--- src/design/nalg_pkg.sv ---
// ----------------------------------------------------------------------------
// nalg_pkg
// Shared types, constants and helper functions for the normalized associated
// Legendre evaluator.
// ----------------------------------------------------------------------------
package nalg_pkg;

    // One in unsigned Q2.62
    localparam logic [63:0] ONE62      = 64'h4000_0000_0000_0000;
    // 1/(4*pi) with 40 fraction bits
    localparam logic [44:0] INV4PI_Q40 = 45'd87496355274;
    // Saturation limit of recurrence magnitudes
    localparam logic [38:0] VCAP       = '1;

    // Product right-shift amounts
    localparam logic [5:0] SH_NONE = 6'd0;
    localparam logic [5:0] SH_F24  = 6'd24;
    localparam logic [5:0] SH_X30  = 6'd30;
    localparam logic [5:0] SH_K42  = 6'd42;
    localparam logic [5:0] SH_Q62  = 6'd62;

    // Last iteration indices of the divide and square-root unit
    localparam logic [6:0] DIV_LAST  = 7'd63;
    localparam logic [6:0] SQRT_LAST = 7'd31;

    typedef struct packed {
        logic        start;
        logic [63:0] a;
        logic [63:0] b;
        logic [5:0]  sh;
    } t_mul_req;

    typedef struct packed {
        logic        done;
        logic [63:0] res;
    } t_mul_rsp;

    typedef struct packed {
        logic        start;
        logic        sqrt_mode;
        logic [63:0] num;
        logic [31:0] den;
    } t_ds_req;

    typedef struct packed {
        logic        done;
        logic [63:0] res;
    } t_ds_rsp;

    // Saturate a magnitude to VCAP and apply a sign
    function automatic logic signed [40:0] f_cap_sgn(input logic [63:0] mag, input logic neg);
        logic [38:0] m39;
        logic signed [40:0] v;
        m39 = (|mag[63:39]) ? VCAP : mag[38:0];
        v   = $signed({2'b00, m39});
        return neg ? -v : v;
    endfunction

    // Magnitude of a recurrence value
    function automatic logic [39:0] f_mag(input logic signed [40:0] v);
        logic signed [40:0] n;
        n = -v;
        return v[40] ? n[39:0] : v[39:0];
    endfunction

endpackage

--- src/design/nalg_mul.sv ---
// ----------------------------------------------------------------------------
// nalg_mul
// Shared 64x64 unsigned multiplier: four 32x32 partial products accumulated
// in turn, then a rounding right shift with saturation to 64 bits.
// ----------------------------------------------------------------------------
module nalg_mul (
    input  logic                i_clk,
    input  logic                i_rst_n,
    input  nalg_pkg::t_mul_req  i_req,
    output nalg_pkg::t_mul_rsp  o_rsp
);
    import nalg_pkg::*;

    logic         r_busy;
    logic         r_done;
    logic [2:0]   r_cnt;
    logic [63:0]  r_a;
    logic [63:0]  r_b;
    logic [5:0]   r_sh;
    logic [127:0] r_acc;
    logic [63:0]  r_res;

    logic [31:0]  w_pa;
    logic [31:0]  w_pb;
    logic [63:0]  w_pp;
    logic [127:0] w_pp_sh;
    logic [127:0] w_half;
    logic [127:0] w_rnd;
    logic [127:0] w_shr;

    // Select the partial product for this cycle and align it
    always_comb begin
        w_pa = r_cnt[1] ? r_a[63:32] : r_a[31:0];
        w_pb = r_cnt[0] ? r_b[63:32] : r_b[31:0];
        w_pp = 64'(w_pa) * 64'(w_pb);
        case (2'(r_cnt[1]) + 2'(r_cnt[0]))
            2'd0:    w_pp_sh = {64'b0, w_pp};
            2'd1:    w_pp_sh = {32'b0, w_pp, 32'b0};
            default: w_pp_sh = {w_pp, 64'b0};
        endcase
        w_half = (r_sh == SH_NONE) ? 128'd0 : (128'd1 << (r_sh - 6'd1));
        w_rnd  = r_acc + w_half;
        w_shr  = w_rnd >> r_sh;
    end

    // Accumulate, then round and saturate
    always_ff @(posedge i_clk) begin
        if (!i_rst_n) begin
            r_busy <= 1'b0;
            r_done <= 1'b0;
            r_cnt  <= '0;
        end else begin
            r_done <= 1'b0;
            if (i_req.start) begin
                r_a    <= i_req.a;
                r_b    <= i_req.b;
                r_sh   <= i_req.sh;
                r_acc  <= '0;
                r_cnt  <= '0;
                r_busy <= 1'b1;
            end else if (r_busy) begin
                if (!r_cnt[2]) begin
                    r_acc <= r_acc + w_pp_sh;
                    r_cnt <= r_cnt + 3'd1;
                end else begin
                    r_res  <= (|w_shr[127:64]) ? '1 : w_shr[63:0];
                    r_done <= 1'b1;
                    r_busy <= 1'b0;
                end
            end
        end
    end

    assign o_rsp.done = r_done;
    assign o_rsp.res  = r_res;

endmodule

--- config.mk ---
export PLATFORM = sky130hd
export DESIGN_NAME = nalg_mul
export DESIGN_NICKNAME = d
export VERILOG_FILES = /design/src/design/nalg_pkg.sv /design/src/design/nalg_mul.sv
export SDC_FILE = /design/constraint.sdc
export NUM_CORES = 2
export LEC_CHECK = 0
export ABC_AREA = 1
export BUFFER_PORTS_ARGS = -buffer_cell sky130_fd_sc_hd__buf_2
export CORE_MARGIN = 1.5
export CORE_UTILIZATION = 40
export CTS_BUF_LIST = sky130_fd_sc_hd__clkbuf_8
export CTS_CLUSTER_DIAMETER = 50
export DETAILED_ROUTE_END_ITERATION = 8
export GPL_TIMING_DRIVEN = 0
export PLACE_DENSITY = 0.59
export SETUP_SLACK_MARGIN = 0.05
export SLEW_MARGIN = 30
export SYNTH_ARGS = -nofsm -noshare
export SYNTH_HDL_FRONTEND = slang
export SYNTH_SLANG_ARGS = --single-unit
--- constraint.sdc ---
create_clock -name i_clk -period 16.1 [get_ports i_clk]
set_clock_uncertainty 0.05 [all_clocks]
set_input_delay 4.025 -clock i_clk [delete_from_list [all_inputs] [get_ports i_clk]]
set_output_delay 4.025 -clock i_clk [all_outputs]
set_load 0.01 [all_outputs]
==> metrics.yaml <==
worstReg2RegStart: "r_cnt[0]$_SDFFE_PN0P_"
wirelength_um: 372000
die_area_sq_mm: 0.182
rr_worst_depth: 45
drc: 0
seq_area_sq_mm: 0.00989
min_path_cells: 2
worstPathRequired_ns: 16.67
netlist_instances: 10500
cts_tree: "built"
r2r-end: "r_acc[114]$_SDFFCE_PP0P_"
core_area_sq_mm: 0.178
tns_ns: 0
start_util_pct: 40.3
synth.distinct_cells: 61
grt_pass1_wl_um: 514000
status: "finished clean"
io_pins: 202
max_freq_mhz: 64.6
synth-async-reset-ratio_pct: 0
grt_pass1_vias: 71000
insertion_delay_ns: 0.89
slowest_delay_ns: 1.01
worstHoldPathType: "reg2reg"
postCtsHoldBufs: 0
yosysWarnings: 0
clockRootBuffer: "clkbuf_8"
synth_edf_count: 326
crit_top_cell: "fa_1"
grt_max_degree: 86
timing.slew.headroom_pct: 22.0
crit_path_max_fanout: 10
dr.pass1.iters: 8
portBuffers: 200
cts_num_sinks: 331
drive_gt1_share_pct: 6.42
multi_input_area_sq_mm: 0.0533
end_kind: "register"
drv_slew: 0
antenna_found_initial: 25
drtAntennaViolNets: 0
min_to: "r_cnt[2]$_SDFFE_PN0P_"
rsz0062_at_grt: "no"
overflow: 0
worst_slew_pin_slew_ns: 1.17
cts.reportedPaths.clkPinSlew_ns: 0.06
chipHeight_um: 427
worstHoldStart: "r_busy$_SDFF_PN0_"
die_x_um: 427
synthFlopType: "edfxtp_1"
gp_congestion: 1.07
synth_area_sq_mm: 0.0718
seq_area_frac_synth_pct: 13.8
hold_viol: 0
rows: 155
avgSynthCellArea_sq_um: 6.87
dp_hpwl_um: 327000
cap_violations: 0
clk_path_buf_depth: 3
min_period_ns: 15.48
synth_fp_nets: 11900
setup_violations: 0
routedWlPerCell_um: 28.2
nets: 12200
crit_slowest_cell: "clkinv_1"
critPathKind: "reg2reg"
timing.final.crit_share_pct: 96.1
r2r_slack_ns: 0.62
vias: 75100
cts-buffers-inserted: 74
drtIter0Drc: 8889
cts_resized: 0
post_cts_buffers: 0
startpoint_type: "register"
htreeDepth: 3
synth_seq_cells: 331
fill_cells: 19200
area_growth_pct: 9.03
cp.arrival_ns: 16.05
viasPerCell: 5.70
grtUsageTotal_pct: 40.1
==> layout make-up <==
cell class	instances	share of cell area [%]
multi-input cells	7727	68.0
flip-flops and latches	331	12.6
inverters	2034	9.76
well taps	2355	3.76
repair buffers	230	1.90
plain buffers	360	1.90
clock buffers	76	1.34
clock inverters	57	0.642
diodes	17	0.0543
==> cell usage in the layout (no fill, tap or decap), drive strengths merged, types with 17 or more instances in the layout <==
master,synthesis,final
edfxtp,326,326
a21oi,518,518
a31oi,130,130
nand3,807,807
clkbuf,264,341
xnor2,78,78
nor4,24,24
nand2,2408,2408
o211ai,21,21
buf,96,325
diode,0,17
inv,2000,2026
nor2,1330,1330
xor2,54,54
nor3,61,61
ha,456,456
clkinv,34,57
nand4,63,63
mux2i,24,24
o21a,44,44
o22ai,60,60
o21ai,554,554
nand3b,20,20
fa,898,898
or2,86,86
==> per-stage QoR <==
stage          utilization (%)  cell area, sq um  setup slack [ns]  hold slack [ns]  cells
2_1_floorplan                -             71800              5.95            0.382  10500
3_3_place_gp              42.5             75800            0.0218            0.392  13000
3_5_place_dp              43.0             76700              1.41            0.400  13000
4_1_cts                   43.9             78200              1.38            0.426  13200
5_1_grt                   43.9             78300             0.480            0.466  13200
6_report                  43.9             78300             0.622            0.426  13200
==> registers in the layout, indices dropped and copies added, names as in the netlist <==
| register | count |
|---|---|
| r_a | 64 |
| r_acc | 128 |
| r_res | 64 |
| r_b | 64 |
| r_cnt | 3 |
| r_sh | 6 |
| r_busy | 1 |
| r_done | 1 |
==> worst max-delay path by stage <==
| stage | slack [ns] | to | depth (start not counted) | from |
|---|---|---|---|---|
| CTS | 1.38 | r_acc[114]$_SDFFCE_PP0P_ | 45 | r_cnt[0]$_SDFFE_PN0P_ |
| global route | 0.48 | r_acc[114]$_SDFFCE_PP0P_ | 45 | r_cnt[0]$_SDFFE_PN0P_ |
| floorplan | 5.95 | r_acc[114]$_SDFFCE_PP0P_ | 48 | r_cnt[0]$_SDFFE_PN0P_ |
| detailed placement | 1.41 | r_acc[114]$_SDFFCE_PP0P_ | 45 | r_cnt[0]$_SDFFE_PN0P_ |
| global placement | 0.02 | r_acc[113]$_SDFFCE_PP0P_ | 46 | r_cnt[1]$_SDFFE_PN0P_ |
| finish | 0.62 | r_acc[114]$_SDFFCE_PP0P_ | 45 | r_cnt[0]$_SDFFE_PN0P_ |
==> Yosys cell counts, types with 9 or more instances <==
cell	instances	share of area, %
fa_1	898	25
edfxtp_1	326	14
nor3_1	44	0.31
o21a_1	44	0.46
nand2_1	2395	13
mux2i_1	24	0.33
a21oi_1	518	3.6
o21ai_1	65	0.45
buf_2	9	0.063
and2_1	14	0.12
a21o_1	10	0.10
o21bai_1	13	0.14
ha_1	456	7.9
nor2_1	1300	6.8
nor2_2	28	0.24
a31oi_1	130	1.1
inv_1	1966	10
nand3b_1	17	0.18
inv_2	34	0.18
o221ai_1	9	0.11
nor4_1	23	0.20
clkbuf_1	264	1.4
nor3_2	16	0.22
buf_1	74	0.39
o211ai_1	21	0.22
nand3_2	44	0.61
nand4_1	63	0.55
xnor2_1	78	0.95
o22ai_1	60	0.52
a21boi_0	11	0.11
nand3_1	763	5.3
xor2_1	54	0.66
nand2_2	12	0.10
or2_2	80	0.70
o21ai_0	488	3.4
clkinv_1	34	0.18
==> critical path, delay by kind of cell, from the launching register on <==
family / cells / cell delay (ns)
AOI/OAI and AO/OA: 11 / 3.03
xor gates and xnor gates: 1 / 0.70
adders and majority gates: 10 / 5.38
buffers and inverters: 8 / 3.18
DFF: 1 / 0.47
and+or+nand+nor: 15 / 2.40
==> routing by layer <==
| metal | GRT usage (%) | part of all wire [%] | routed length (um) | vias up |
|---|---|---|---|---|
| met3 | 12.6 | 12 | 46100 | 601 |
| met1 | 58.5 | 44 | 165000 | 36800 |
| met4 | 14.7 | 4.1 | 15200 | 8 |
| met2 | 54.9 | 39 | 146000 | 4292 |
| li1 | - | - | - | 33400 |
| met5 | 0 | 0.013 | 49 | - |
==> cell families (layout without fill, tap and decap cells) <==
group           after synthesis  in the layout  synth area share [%]
simple gates               4819           4819                  28.1
buf+inv                    2394           2757                  12.6
xor+xnor                    132            132                  1.61
mux                          24             24                 0.334
other cells                   1             18               0.00522
flops                       331            331                  13.8
compound gates             1397           1397                  10.6
fa+ha+maj                  1354           1354                  33.0
Power is not shown: default switching activity piles up to over one toggle a cycle in this logic, so the estimate is an artifact.
