[src/design/nalg_pkg.sv]
// ----------------------------------------------------------------------------
// nalg_pkg
// Shared types, constants and helper functions for the normalized associated
// Legendre evaluator.
// ----------------------------------------------------------------------------
package nalg_pkg;

    // One in unsigned Q2.62
    localparam logic [63:0] ONE62      = 64'h4000_0000_0000_0000;
    // 1/(4*pi) with 40 fraction bits
    localparam logic [44:0] INV4PI_Q40 = 45'd87496355274;
    // Saturation limit of recurrence magnitudes
    localparam logic [38:0] VCAP       = '1;

    // Product right-shift amounts
    localparam logic [5:0] SH_NONE = 6'd0;
    localparam logic [5:0] SH_F24  = 6'd24;
    localparam logic [5:0] SH_X30  = 6'd30;
    localparam logic [5:0] SH_K42  = 6'd42;
    localparam logic [5:0] SH_Q62  = 6'd62;

    // Last iteration indices of the divide and square-root unit
    localparam logic [6:0] DIV_LAST  = 7'd63;
    localparam logic [6:0] SQRT_LAST = 7'd31;

    typedef struct packed {
        logic        start;
        logic [63:0] a;
        logic [63:0] b;
        logic [5:0]  sh;
    } t_mul_req;

    typedef struct packed {
        logic        done;
        logic [63:0] res;
    } t_mul_rsp;

    typedef struct packed {
        logic        start;
        logic        sqrt_mode;
        logic [63:0] num;
        logic [31:0] den;
    } t_ds_req;

    typedef struct packed {
        logic        done;
        logic [63:0] res;
    } t_ds_rsp;

    // Saturate a magnitude to VCAP and apply a sign
    function automatic logic signed [40:0] f_cap_sgn(input logic [63:0] mag, input logic neg);
        logic [38:0] m39;
        logic signed [40:0] v;
        m39 = (|mag[63:39]) ? VCAP : mag[38:0];
        v   = $signed({2'b00, m39});
        return neg ? -v : v;
    endfunction

    // Magnitude of a recurrence value
    function automatic logic [39:0] f_mag(input logic signed [40:0] v);
        logic signed [40:0] n;
        n = -v;
        return v[40] ? n[39:0] : v[39:0];
    endfunction

endpackage

[src/design/nalg_divsqrt.sv]
// ----------------------------------------------------------------------------
// nalg_divsqrt
// Shared restoring divider (64/32, one quotient bit per cycle) and floor
// square root (64-bit radicand, one root bit per cycle) on one subtractor.
// ----------------------------------------------------------------------------
module nalg_divsqrt (
    input  logic               i_clk,
    input  logic               i_rst_n,
    input  nalg_pkg::t_ds_req  i_req,
    output nalg_pkg::t_ds_rsp  o_rsp
);
    import nalg_pkg::*;

    logic        r_busy;
    logic        r_done;
    logic        r_mode;
    logic [6:0]  r_cnt;
    logic [33:0] r_rem;
    logic [63:0] r_sh;
    logic [31:0] r_root;
    logic [31:0] r_den;

    logic [35:0] w_rn;
    logic [35:0] w_trial;
    logic [35:0] w_diff;
    logic        w_ge;

    // Bring down the next bits and trial-subtract
    always_comb begin
        if (r_mode) begin
            w_rn    = {r_rem, r_sh[63:62]};
            w_trial = {2'b00, r_root, 2'b01};
        end else begin
            w_rn    = {2'b00, r_rem[32:0], r_sh[63]};
            w_trial = {4'b0000, r_den};
        end
        w_ge   = (w_rn >= w_trial);
        w_diff = w_rn - w_trial;
    end

    // Iterate one digit per cycle
    always_ff @(posedge i_clk) begin
        if (!i_rst_n) begin
            r_busy <= 1'b0;
            r_done <= 1'b0;
            r_cnt  <= '0;
        end else begin
            r_done <= 1'b0;
            if (i_req.start) begin
                r_mode <= i_req.sqrt_mode;
                r_sh   <= i_req.num;
                r_den  <= i_req.den;
                r_rem  <= '0;
                r_root <= '0;
                r_cnt  <= '0;
                r_busy <= 1'b1;
            end else if (r_busy) begin
                r_rem <= w_ge ? w_diff[33:0] : w_rn[33:0];
                if (r_mode) begin
                    r_sh   <= {r_sh[61:0], 2'b00};
                    r_root <= {r_root[30:0], w_ge};
                end else begin
                    r_sh <= {r_sh[62:0], w_ge};
                end
                r_cnt <= r_cnt + 7'd1;
                if (r_cnt == (r_mode ? SQRT_LAST : DIV_LAST)) begin
                    r_busy <= 1'b0;
                    r_done <= 1'b1;
                end
            end
        end
    end

    assign o_rsp.done = r_done;
    assign o_rsp.res  = r_mode ? {32'b0, r_root} : r_sh;

endmodule

[config.mk]
export PLATFORM = sky130hd
export DESIGN_NAME = nalg_divsqrt
export DESIGN_NICKNAME = d
export VERILOG_FILES = /design/src/design/nalg_pkg.sv /design/src/design/nalg_divsqrt.sv
export SDC_FILE = /design/constraint.sdc
export NUM_CORES = 1
export LEC_CHECK = 0
export BUFFER_PORTS_ARGS = -buffer_cell sky130_fd_sc_hd__buf_2
export CELL_PAD_IN_SITES_DETAIL_PLACEMENT = 2
export CELL_PAD_IN_SITES_GLOBAL_PLACEMENT = 2
export CORE_MARGIN = 4
export CORE_UTILIZATION = 37
export CTS_BUF_LIST = sky130_fd_sc_hd__clkbuf_4 sky130_fd_sc_hd__clkbuf_8 sky130_fd_sc_hd__clkbuf_16
export CTS_CLUSTER_DIAMETER = 80
export DETAILED_ROUTE_END_ITERATION = 10
export MAX_ROUTING_LAYER = met4
export PLACE_DENSITY_LB_ADDON = 0.1
export SLEW_MARGIN = 20
export SYNTH_ARGS = -nofsm -noshare
export SYNTH_HDL_FRONTEND = slang
export SYNTH_SLANG_ARGS = --single-unit
[constraint.sdc]
create_clock -name i_clk -period 4.6 [get_ports i_clk]
set_clock_uncertainty 0.15 [all_clocks]
set_input_delay 0.23 -clock i_clk [delete_from_list [all_inputs] [get_ports i_clk]]
set_output_delay 0.23 -clock i_clk [all_outputs]
set_load 0.01 [all_outputs]
==> out/metrics.csv, run 1 <==
metric;value;unit
result of the run;complete, no violations;
register area share after synthesis;48.65;%
synthesis warning total;0;
wire length of the first global-routing pass;56720;um
number of remaining DRC errors;0;
Final #Nets;1349;
cell area power density;389.8;nW/um^2
cell types occupying the most area after synthesis;sky130_fd_sc_hd__edfxtp_1, sky130_fd_sc_hd__mux2i_1, sky130_fd_sc_hd__mux2_2;
buffers added on ports;164;
total clock sinks;172;
cell-internal power;3462;uW
share of Yosys cell area claimed by the top area cell type;46.92;%
crit end category;flip-flop;
number of slew-limit violations in the final report;0;
accumulated negative setup slack;0;ns
drt pass-1 iters;5;
Syn Std Cell Area;10430;um^2
number of enable-type register cells in the synthesized netlist;163;
CP required;4.71;ns
via count of the first global-routing pass;9740;
Synth async-reset ratio;0;%
count of different cell masters after synthesis;62;
gate count after technology mapping;977;
Via density;5.425;
switching power summed over all nets;1709;uW
clock transition at the registers of the reported paths;0.07;ns
relative contribution of combinational cells to total power;30.8;%
slowest cell delay on critical path;0.46;ns
class of the most critical setup path;flip-flop to flip-flop;
# IOs;165;
slew of the pin with the lowest slew margin;1.069;ns
CTS Hold Buffers Added;97;
DPL Wire Length;23640;um
Cell Chain, Critical Path;buf_12 -> buf_4 -> mux2_2 -> ha_1 -> o21a_1 -> o211ai_1 -> nor2b_1 -> a2111oi_4 -> o31a_2 -> buf_4 -> and2_1 -> a2111oi_2;
maximum resistive drop on vdd;0.2723;mV
setup repair after global routing missed its margin;no;
antenna violations before repair;0;
remaining global-route overflow;0;
overall fraction of global-route tracks in use;24.15;%
library cell with the largest summed area after synthesis;sky130_fd_sc_hd__edfxtp_1;
number of cells after detailed placement;1475;
peak clock frequency supported by timing;0.2429;GHz
floorplan die height;175.9;um
Worst Path Arrival;4.22;ns
initial standard-cell utilization of the core;37.55;%
shortest clock period the worst path allows after layout;4.117;ns
number of CTS-inserted buffers;17;
standby leakage power;0.005303;uW
Sw Ratio;33.05;%
total number of placement rows;61;
fraction of layout instances using a drive strength above 1;23.33;%
Setup Buffers After CTS;0;
antenna cell count;0;
Die Outline Area;30940;um^2
worst-case headroom to the max-slew limit;28.74;%
crit-path most repeated cell;sky130_fd_sc_hd__buf_4;
prevailing post-synth register cell;sky130_fd_sc_hd__edfxtp_1;
non-filler instance count after layout;1604;
routed vias;8701;
final weighted congestion in routability-driven placement;0.8572;
Die W;175.9;um
core area;27780;um^2
CTS tree;built;
peak fanout along the critical path;35;
Max-Cap Viols;0;
Post-Synthesis Mean Instance Area;10.68;um^2
wire per inst;22.73;um
area growth from synthesis to layout;27.18;%
number of antenna-violating nets in the routed design;0;
part of the power in registers;38.2;%
library cell used as clock root buffer;sky130_fd_sc_hd__clkbuf_16;
largest net degree at the start of global routing;89;
first-iteration detailed-routing DRC count;453;
register bit count reported by yosys;172;
path type of the worst min-delay path;input port to flip-flop;
final period utilization;89.51;%
number of cells upsized or downsized after cts;0;
worst-case clock buffer depth;2;
post-synth net total;1113;
latest clock arrival within the worst-skew pair;0.44;ns
kind of start point of the critical path;flip-flop;
Crit-path slowest cell;sky130_fd_sc_hd__o31a_2;
final WL;36470;um
number of endpoints failing setup at the final stage;0;
commonest cells in the synthesized netlist;sky130_fd_sc_hd__edfxtp_1, sky130_fd_sc_hd__nand2_1, sky130_fd_sc_hd__o21ai_0, sky130_fd_sc_hd__a21oi_1, sky130_fd_sc_hd__mux2i_1;
clock share of power;31.0;%
total count of hold-check failures in the final report;0;
leading cell type by number of instances after synthesis;sky130_fd_sc_hd__edfxtp_1;
H-tree level count;4;
worst max-delay path, delay by kind of cell (launching register included):
family                     cells  cell delay, ns
adders and majority gates      1            0.39
and+or+nand+nor                2            0.50
DFF                            1            0.38
buffers and inverters          3            0.77
muxes                          1            0.38
AOI/OAI and AO/OA              5            1.32
kinds of logic after synthesis:
family	after synthesis	synth area share, %
and+or+nand+nor	291	13.97
AOI/OAI and AO/OA	247	14.53
DFF	172	48.65
muxes	132	13.41
buffers and inverters	73	2.867
adders and majority gates	36	4.390
xor gates and xnor gates	26	2.183
flip-flops by register name (all words and copies together) (netlist names):
register / count
r_cnt: 7
r_root: 32
r_busy: 1
r_done: 1
r_rem: 34
r_sh: 64
r_den: 32
r_mode: 1
layout by cell type, fill, tap and decap left out, drive strengths merged, types with 17 or more instances in the layout:
master and instances:
nor2 59, mux2 62, clkbuf 25, edfxtp 163
dlygate4sd3 97, a21oi 74, nor2b 67, a211oi 17
o21ai 89, nand2 92, mux2i 70, buf 178
ha 35, inv 20
stage by stage:
step	worst slack [ns]	area (um^2)	hold WS (ns)	utilization [%]	power, uW
4_1_cts	0.4911	13270	0.03418	47.75	5180
3_3_place_gp	0.6587	11650	0.2559	41.92	3459
5_1_grt	0.2960	13270	0.03969	47.75	5442
3_5_place_dp	0.5179	11650	0.2592	41.92	3505
2_1_floorplan	0.5594	10430	0.1789	-	3030
6_report	0.4826	13270	0.03146	47.75	5171
final timing paths:
kind,slack (ns),startpoint,cells after the start,endpoint
setup reg to reg,0.48,r_mode,12,r_rem[33]
hold reg to reg,0.36,r_cnt[6],2,r_cnt[6]
hold / removal,0.03,i_req[37],3,r_sh[5]
setup / recovery,0.48,r_mode,12,r_rem[33]
routing by layer:
layer | up-vias | share of wire [%] | routed length, um | GRT usage (%)
met5 | - | 0 | 0 | -
met4 | 0 | 1.5 | 544 | 5.036
met3 | 32 | 2.5 | 918 | 3.056
met2 | 153 | 53 | 19290 | 43.14
met1 | 4423 | 43 | 15710 | 29.47
li1 | 4093 | - | - | -
layout make-up:
class                           count  area (um^2)
Multi-Input combinational cell    732         5070
Tap cell                          378        473.0
Inverter                           15        58.81
Fill cell                        2898        14520
Clock buffer                       25        596.8
Sequential cell                   172         5075
Clock inverter                      7        52.55
Timing Repair Buffer              275         1941
power by group through the flow:
stage                     clock [uW]  sequential, uW  combinational (uW)
after floorplan                    0            1960                1070
after global placement             0            2000                1460
after detailed placement           0            2000                1500
after CTS                       1620            1970                1590
after global routing            1690            1990                1760
final                           1600            1970                1590
Note: power is estimated with default switching activity, not from simulation.
==> run 2, diff against run 1 <==
--- a/config.mk
+++ b/config.mk
@@ -5,11 +5,12 @@
 export SDC_FILE = /design/constraint.sdc
 export NUM_CORES = 1
 export LEC_CHECK = 0
+export ABC_AREA = 1
 export BUFFER_PORTS_ARGS = -buffer_cell sky130_fd_sc_hd__buf_2
 export CELL_PAD_IN_SITES_DETAIL_PLACEMENT = 2
 export CELL_PAD_IN_SITES_GLOBAL_PLACEMENT = 2
 export CORE_MARGIN = 4
-export CORE_UTILIZATION = 37
+export CORE_UTILIZATION = 34
 export CTS_BUF_LIST = sky130_fd_sc_hd__clkbuf_4 sky130_fd_sc_hd__clkbuf_8 sky130_fd_sc_hd__clkbuf_16
 export CTS_CLUSTER_DIAMETER = 80
 export DETAILED_ROUTE_END_ITERATION = 10
==> run 2 against run 1 <==
Synthesized cell count grew 48%. Count of clock-buffer cells in the layout fell by 5. Final cell count increased by 32%. Worst hold slack worse by 0.022 ns. Critical path depth up 2. Wire length up 21%. Clock power down 11%. Combinational power grew 22%. Global-route usage is 1.2 points higher. Sequential share of layout area shrank 1.4 points. Power increased by 4.4%. Setup slack improved by 0.40 ns. Largest cell class unchanged.
==> out/metrics.csv, run 2 <==
metric;value;unit;change
total number of placement rows;65;;was 61
buffers added on ports;164;;unchanged
cell-internal power;3321;uW;was 3462 uW
library cell with the largest summed area after synthesis;sky130_fd_sc_hd__edfxtp_1;;unchanged
DPL Wire Length;30450;um;was 23640 um
result of the run;complete, no violations;;unchanged
cell types occupying the most area after synthesis;sky130_fd_sc_hd__edfxtp_1, sky130_fd_sc_hd__nand2_1, sky130_fd_sc_hd__inv_1;;was sky130_fd_sc_hd__edfxtp_1, sky130_fd_sc_hd__mux2i_1, sky130_fd_sc_hd__mux2_2
slowest cell delay on critical path;0.46;ns;about the same
fillers;3707;;was 2898
Worst Path Arrival;3.78;ns;was 4.22 ns
final weighted congestion in routability-driven placement;0.8729;;was 0.8572
Cell Chain, Critical Path;inv_2 -> buf_4 -> o21ai_0 -> ha_1 -> a21oi_1 -> nand2_1 -> nand2_1 -> nand2_1 -> a21oi_1 -> nand4_2 -> nand2_1 -> nand2_1 -> nand2_1 -> inv_1;;was buf_12 -> buf_4 -> mux2_2 -> ha_1 -> o21a_1 -> o211ai_1 -> nor2b_1 -> a2111oi_4 -> o31a_2 -> buf_4 -> and2_1 -> a2111oi_2
latest clock arrival within the worst-skew pair;0.45;ns;was 0.44 ns
category of cells accounting for the largest share of critical-path delay;simple AND/OR/NAND/NOR gates;;was compound AO/OA/AOI/OAI gates
CTS tree;built;;unchanged
path type of the worst min-delay path;input port to flip-flop;;unchanged
Final Hold Slack;0.009894;ns;was 0.03146 ns
Die W;188.5;um;was 175.9 um
standby leakage power;0.006575;uW;was 0.005303 uW
commonest non-fill, non-tap cells in the layout;sky130_fd_sc_hd__nand2_1, sky130_fd_sc_hd__inv_1, sky130_fd_sc_hd__nor2_1, sky130_fd_sc_hd__buf_2, sky130_fd_sc_hd__edfxtp_1;;was sky130_fd_sc_hd__buf_2, sky130_fd_sc_hd__edfxtp_1, sky130_fd_sc_hd__dlygate4sd3_1, sky130_fd_sc_hd__nand2_1, sky130_fd_sc_hd__o21ai_0
relative contribution of combinational cells to total power;35.9;%;was 30.8%
crit end category;flip-flop;;unchanged
core area;31880;um^2;was 27780 um^2
Synth async-reset ratio;0;%;unchanged
maximum resistive drop on vdd;0.3029;mV;was 0.2723 mV
remaining global-route overflow;0;;unchanged
gate count after technology mapping;1443;;was 977
worst-case clock buffer depth;2;;unchanged
wire length of the first global-routing pass;68120;um;was 56720 um
register area share after synthesis;45.83;%;was 48.65%
H-tree level count;4;;unchanged
overall fraction of global-route tracks in use;25.34;%;was 24.15%
floorplan die height;188.5;um;was 175.9 um
setup repair after global routing missed its margin;no;;unchanged
register bit count reported by yosys;172;;unchanged
number of antenna-violating nets in the routed design;0;;unchanged
wire length on met2;23040;um;was 19290 um
setup slack after placement;0.9018;ns;was 0.5179 ns
Sw Ratio;38.47;%;was 33.05%
post-synth net total;1579;;was 1113
finished layout cell area;13770;um^2;was 13270 um^2
worst-case headroom to the max-slew limit;38.04;%;was 28.74%
first-iteration detailed-routing DRC count;565;;was 453
antenna violations before repair;3;;was 0
Die Outline Area;35520;um^2;was 30940 um^2
routed vias;10565;;was 8701
wire per inst;20.82;um;was 22.73 um
switching power summed over all nets;2076;uW;was 1709 uW
accumulated negative setup slack;0;ns;unchanged
initial standard-cell utilization of the core;34.74;%;was 37.55%
Post-Synthesis Mean Instance Area;7.675;um^2;was 10.68 um^2
area growth from synthesis to layout;24.31;%;was 27.18%
count of different cell masters after synthesis;35;;was 62
drt pass-1 iters;5;;unchanged
CP required;4.67;ns;was 4.71 ns
clock transition at the registers of the reported paths;0.07;ns;about the same
kind of start point of the critical path;flip-flop;;unchanged
Final #Nets;1808;;was 1349
slew of the pin with the lowest slew margin;0.9294;ns;was 1.069 ns
most common library cell in the layout ignoring fill and taps;sky130_fd_sc_hd__nand2_1;;
Max-Cap Viols;0;;unchanged
class of the most critical setup path;flip-flop to flip-flop;;unchanged
register bank with the most flops;r_sh;;unchanged
part of the power in registers;37.5;%;was 38.2%
library cell used as clock root buffer;sky130_fd_sc_hd__clkbuf_16;;unchanged
number of CTS-inserted buffers;17;;unchanged
final period utilization;80.79;%;was 89.51%
number of enable-type register cells in the synthesized netlist;163;;unchanged
largest net degree at the start of global routing;88;;was 89
share of Yosys cell area claimed by the top area cell type;44.20;%;was 46.92%
Via density;4.976;;was 5.425
leading cell type by number of instances after synthesis;sky130_fd_sc_hd__nand2_1;;was sky130_fd_sc_hd__edfxtp_1
largest registers;r_sh: 64 flops, r_rem: 34 flops;;unchanged
shortest clock period the worst path allows after layout;3.716;ns;was 4.117 ns
crit-path most repeated cell;sky130_fd_sc_hd__nand2_1;;was sky130_fd_sc_hd__buf_4
final worst setup slack;0.8837;ns;was 0.4826 ns
clock share of power;26.6;%;was 31.0%
total clock sinks;172;;unchanged
total count of hold-check failures in the final report;0;;unchanged
cell area power density;392.1;nW/um^2;was 389.8 nW/um^2
via count of the first global-routing pass;11650;;was 9740
number of endpoints failing setup at the final stage;0;;unchanged
peak clock frequency supported by timing;0.2691;GHz;was 0.2429 GHz
peak fanout along the critical path;22;;was 35
area used by multi-input combinational logic;4908;um^2;was 5070 um^2
# IOs;165;;unchanged
number of remaining DRC errors;0;;unchanged
prevailing post-synth register cell;sky130_fd_sc_hd__edfxtp_1;;unchanged
sequential standard cell area;5075;um^2;unchanged
fraction of layout instances using a drive strength above 1;14.42;%;was 23.33%
Largest register FFs;64;;unchanged
final core utilization;43.18;%;was 47.75%
Syn Std Cell Area;11070;um^2;was 10430 um^2
number of slew-limit violations in the final report;0;;unchanged
top metal layer carrying routed signals;met4;;unchanged
synthesis warning total;0;;unchanged
Crit-path slowest cell;sky130_fd_sc_hd__edfxtp_1;;was sky130_fd_sc_hd__o31a_2
Post-DP Area;12330;um^2;was 11650 um^2
DRT met1 WL;19190;um;was 15710 um
routed length on met3;1160;um;was 918 um
final WL;44200;um;was 36470 um
commonest cells in the synthesized netlist;sky130_fd_sc_hd__nand2_1, sky130_fd_sc_hd__inv_1, sky130_fd_sc_hd__nor2_1, sky130_fd_sc_hd__edfxtp_1, sky130_fd_sc_hd__a21oi_1;;was sky130_fd_sc_hd__edfxtp_1, sky130_fd_sc_hd__nand2_1, sky130_fd_sc_hd__o21ai_0, sky130_fd_sc_hd__a21oi_1, sky130_fd_sc_hd__mux2i_1
combined buffer and inverter count along the critical path;3;;unchanged
## run 2: final cells by class
| class | instances | share of cell area [%] |
|---|---|---|
| tap | 435 | 3.953 |
| sequential | 172 | 36.86 |
| antenna | 3 | 0.05453 |
| clock buffer | 20 | 3.381 |
| timing repair buffer | 267 | 13.38 |
| multi-input combinational | 990 | 35.65 |
| clock inverter | 12 | 0.6089 |
| inverter | 224 | 6.107 |
## run 2: power groups by stage
stage | registers (uW) | clock network (uW) | logic [uW]
floorplan | 2010 | 0 | 1270
finish | 2020 | 1430 | 1940
global placement | 2040 | 0 | 1810
detailed placement | 2050 | 0 | 1870
CTS | 2020 | 1440 | 1950
global route | 2040 | 1530 | 2190
## run 2: final timing paths
path / startpoint / to / slack (ns) / depth (start not counted)
min: i_rst_n / r_done / 0.01 / 3
max reg2reg: r_mode / r_rem[31] / 0.88 / 14
min reg2reg: r_cnt[5] / r_cnt[5] / 0.36 / 1
max: r_mode / r_rem[31] / 0.88 / 14
## run 2: through the flow
stage | cells | power, uW
2_1_floorplan | 1443 | 3288
6_report | 2123 | 5397
3_3_place_gp | 2000 | 3854
4_1_cts | 2120 | 5404
3_5_place_dp | 2000 | 3919
5_1_grt | 2123 | 5761
## run 2: metal layers
layer	GRT usage [%]	vias up
li1	-	5115
met1	30.48	5219
met3	3.575	46
met5	-	-
met4	6.082	0
met2	45.10	185
## run 2: what timing repair did
action | 4_1_cts | 5_1_grt
buffers inserted | 0 | 0
endpoints found under the hold margin | 88 | 0
hold buffers | 88 | 0
resized for setup | 0 | 0
## run 2: kinds of logic (layout without fill, tap and decap cells)
family	after synthesis	in the layout	share of synthesized area [%]
AO/OA/AOI/OAI	257	257	12.78
XOR/XNOR	18	18	1.424
adder cells (fa/ha/maj)	36	36	4.135
buffers and inverters	281	523	9.920
flip-flops	172	172	45.83
multiplexers	29	29	2.621
other	0	3	0
AND/OR/NAND/NOR	650	650	23.30
## run 2: tightest hold or removal path: cells and delay by family
kind / cells / cell delay (ns)
and+or+nand+nor: 2 / 0.21
buffers and inverters: 1 / 0.12
==> run 3, diff against run 2 <==
--- a/config.mk
+++ b/config.mk
@@ -10,7 +10,7 @@
 export CELL_PAD_IN_SITES_DETAIL_PLACEMENT = 2
 export CELL_PAD_IN_SITES_GLOBAL_PLACEMENT = 2
 export CORE_MARGIN = 4
-export CORE_UTILIZATION = 34
+export CORE_UTILIZATION = 30
 export CTS_BUF_LIST = sky130_fd_sc_hd__clkbuf_4 sky130_fd_sc_hd__clkbuf_8 sky130_fd_sc_hd__clkbuf_16
 export CTS_CLUSTER_DIAMETER = 80
 export DETAILED_ROUTE_END_ITERATION = 10
==> constraint.sdc (replaced) <==
create_clock -name i_clk -period 3.05 [get_ports i_clk]
set_clock_uncertainty 0.15 [all_clocks]
set_input_delay 0.1525 -clock i_clk [delete_from_list [all_inputs] [get_ports i_clk]]
set_output_delay 0.1525 -clock i_clk [all_outputs]
set_load 0.01 [all_outputs]
==> run 3 against run 2 <==
The flow now finishes with violations (setup timing). Power is 100% higher. Clock power is 60% higher. Combinational power grew to 2.9 times the previous value. Sequential share of layout area is 8.4 points lower. Largest cell class is now multi-input gates. Critical path depth is 6 higher. Cell area is 29% higher. Fmax is 10% higher. Largest power group is now combinational logic. Die area is 13% higher. Wire length is 35% higher. Sequential power is 53% higher. Count of clock-buffer cells in the layout is 3 higher.
==> out/metrics.csv, run 3 (synthesis gave the netlist of run 2 again) <==
metric;value;unit;change
result of the run;finished, violations left;;was complete, no violations
violated checks;setup timing;;
final period utilization;110.6;%;was 80.79%
wire length of the first global-routing pass;79030;um;was 68120 um
largest registers;r_sh: 64 flops, r_rem: 34 flops;;unchanged
Largest register FFs;64;;unchanged
most common library cell in the layout ignoring fill and taps;sky130_fd_sc_hd__nand2_1;;unchanged
maximum resistive drop on vdd;0.4078;mV;was 0.3029 mV
commonest non-fill, non-tap cells in the layout;sky130_fd_sc_hd__nand2_1, sky130_fd_sc_hd__inv_1, sky130_fd_sc_hd__buf_4, sky130_fd_sc_hd__buf_2, sky130_fd_sc_hd__edfxtp_1;;was sky130_fd_sc_hd__nand2_1, sky130_fd_sc_hd__inv_1, sky130_fd_sc_hd__nor2_1, sky130_fd_sc_hd__buf_2, sky130_fd_sc_hd__edfxtp_1
path type of the worst min-delay path;input port to flip-flop;;unchanged
number of endpoints failing setup at the final stage;36;;was 0
clock transition at the registers of the reported paths;0.08;ns;was 0.07 ns
Via density;5.073;;was 4.976
register bank with the most flops;r_sh;;unchanged
Max-Cap Viols;0;;unchanged
total number of placement rows;70;;was 65
cell area power density;620.1;nW/um^2;was 392.1 nW/um^2
class of the most critical setup path;flip-flop to flip-flop;;unchanged
routed vias;12098;;was 10565
first-iteration detailed-routing DRC count;608;;was 565
setup slack after placement;-0.3543;ns;was 0.9018 ns
Final #Nets;2039;;was 1808
antenna violations before repair;1;;was 3
final weighted congestion in routability-driven placement;0.8403;;was 0.8729
floorplan die height;200.1;um;was 188.5 um
drt pass-1 iters;5;;unchanged
total count of hold-check failures in the final report;0;;unchanged
slew of the pin with the lowest slew margin;0.9427;ns;was 0.9294 ns
CTS tree;built;;unchanged
shortest clock period the worst path allows after layout;3.372;ns;was 3.716 ns
peak fanout along the critical path;10;;was 22
worst-case clock buffer depth;2;;unchanged
area growth from synthesis to layout;60.82;%;was 24.31%
number of CTS-inserted buffers;17;;unchanged
latest clock arrival within the worst-skew pair;0.44;ns;was 0.45 ns
library cell used as clock root buffer;sky130_fd_sc_hd__clkbuf_16;;unchanged
wire per inst;25.05;um;was 20.82 um
number of slew-limit violations in the final report;0;;unchanged
via count of the first global-routing pass;13206;;was 11650
non-filler instance count after layout;2385;;was 2123
# IOs;165;;unchanged
Die W;200.1;um;was 188.5 um
number of remaining DRC errors;0;;unchanged
setup repair after global routing missed its margin;yes;;was no
H-tree level count;4;;unchanged
Final Hold Slack;0.09054;ns;was 0.009894 ns
Worst Path Arrival;3.41;ns;was 3.78 ns
peak clock frequency supported by timing;0.2966;GHz;was 0.2691 GHz
kind of start point of the critical path;flip-flop;;unchanged
overall fraction of global-route tracks in use;25.90;%;was 25.34%
total clock sinks;172;;unchanged
CP required;3.09;ns;was 4.67 ns
number of cells after detailed placement;2202;;was 2000
final WL;59740;um;was 44200 um
largest net degree at the start of global routing;88;;unchanged
Post-DP Area;13690;um^2;was 12330 um^2
core area;36520;um^2;was 31880 um^2
total power;11040;uW;was 5397 uW
DPL Wire Length;33880;um;was 30450 um
number of antenna-violating nets in the routed design;0;;unchanged
fillers;3902;;was 3707
final worst setup slack;-0.3221;ns;was 0.8837 ns
Die Outline Area;40050;um^2;was 35520 um^2
buffers added on ports;164;;unchanged
crit end category;flip-flop;;unchanged
remaining global-route overflow;0;;unchanged
fraction of layout instances using a drive strength above 1;40.97;%;was 14.42%
finished layout cell area;17810;um^2;was 13770 um^2
standby leakage power;0.008143;uW;was 0.006575 uW
initial standard-cell utilization of the core;30.32;%;was 34.74%
worst-case headroom to the max-slew limit;37.15;%;was 38.04%
## run 3: path summary, 6_finish.rpt
check                 start        end  slack [ns]  cells after the start
setup / recovery     r_mode  r_rem[18]       -0.32                     20
hold / removal    i_req[97]   r_sh[60]        0.09                      2
setup reg to reg     r_mode  r_rem[18]       -0.32                     20
hold reg to reg    r_cnt[5]   r_cnt[5]        0.36                      1
## run 3: per-layer routing
metal | GRT usage, % | wire length (um) | vias to the layer above | share of wire (%)
li1 | - | - | 5583 | -
met1 | 29.67 | 23150 | 6095 | 39
met2 | 46.93 | 31830 | 286 | 53
met3 | 3.788 | 1822 | 134 | 3.0
met4 | 7.991 | 2941 | 0 | 4.9
met5 | - | 0 | - | 0
## run 3: stage by stage
| stage | setup TNS [ns] | util [%] |
|---|---|---|
| 2_1_floorplan | 0 | - |
| 3_3_place_gp | -7.440 | 37.48 |
| 3_5_place_dp | -9.380 | 37.48 |
| 4_1_cts | -0.3405 | 45.36 |
| 5_1_grt | -10.77 | 48.76 |
| 6_report | -6.630 | 48.76 |
## run 3: repair_timing
item | 4_1_cts | 5_1_grt
buffers inserted | 26 | 20
hold buffers | 99 | 0
pin swaps | 49 | 82
endpoints found under the setup margin | 36 | 36
gates cloned | 6 | 3
resized for setup | 235 | 270
hold endpoints to repair | 103 | 0
## run 3: worst max-delay path, stage by stage (launching register included)
cell,delay [ns]
sky130_fd_sc_hd__edfxtp_1,0.40
sky130_fd_sc_hd__buf_6,0.17
sky130_fd_sc_hd__inv_8,0.07
sky130_fd_sc_hd__buf_16,0.16
sky130_fd_sc_hd__o21ai_0,0.39
sky130_fd_sc_hd__ha_2,0.42
sky130_fd_sc_hd__nand2_1,0.19
sky130_fd_sc_hd__buf_4,0.14
sky130_fd_sc_hd__nand2_1,0.07
sky130_fd_sc_hd__nand2_1,0.11
sky130_fd_sc_hd__nand2_1,0.08
sky130_fd_sc_hd__nand2_1,0.08
sky130_fd_sc_hd__nand2_1,0.07
sky130_fd_sc_hd__nand2_1,0.10
sky130_fd_sc_hd__nand3_1,0.11
sky130_fd_sc_hd__nand2_1,0.11
sky130_fd_sc_hd__nand2_1,0.07
sky130_fd_sc_hd__inv_2,0.07
sky130_fd_sc_hd__nand2_1,0.06
sky130_fd_sc_hd__nand2_1,0.06
sky130_fd_sc_hd__nor2_1,0.06
## run 3: report_power, final
part	total [uW]	leakage, uW	switching [uW]	internal, uW
clock network	2290	0.000295	1080	1210
logic	5670	0.00620	3210	2460
registers	3090	0.00165	173	2910
## run 3: cell type report
cell class / instances / area [um^2] / share of cell area [%]
inverter: 224 / 848.3 / 4.763
antenna: 1 / 2.502 / 0.01405
sequential: 172 / 5075 / 28.50
multi-input combinational: 990 / 6701 / 37.63
tap: 468 / 585.6 / 3.288
clock inverter: 9 / 73.82 / 0.4145
clock buffer: 23 / 511.7 / 2.873
timing repair buffer: 498 / 4011 / 22.52
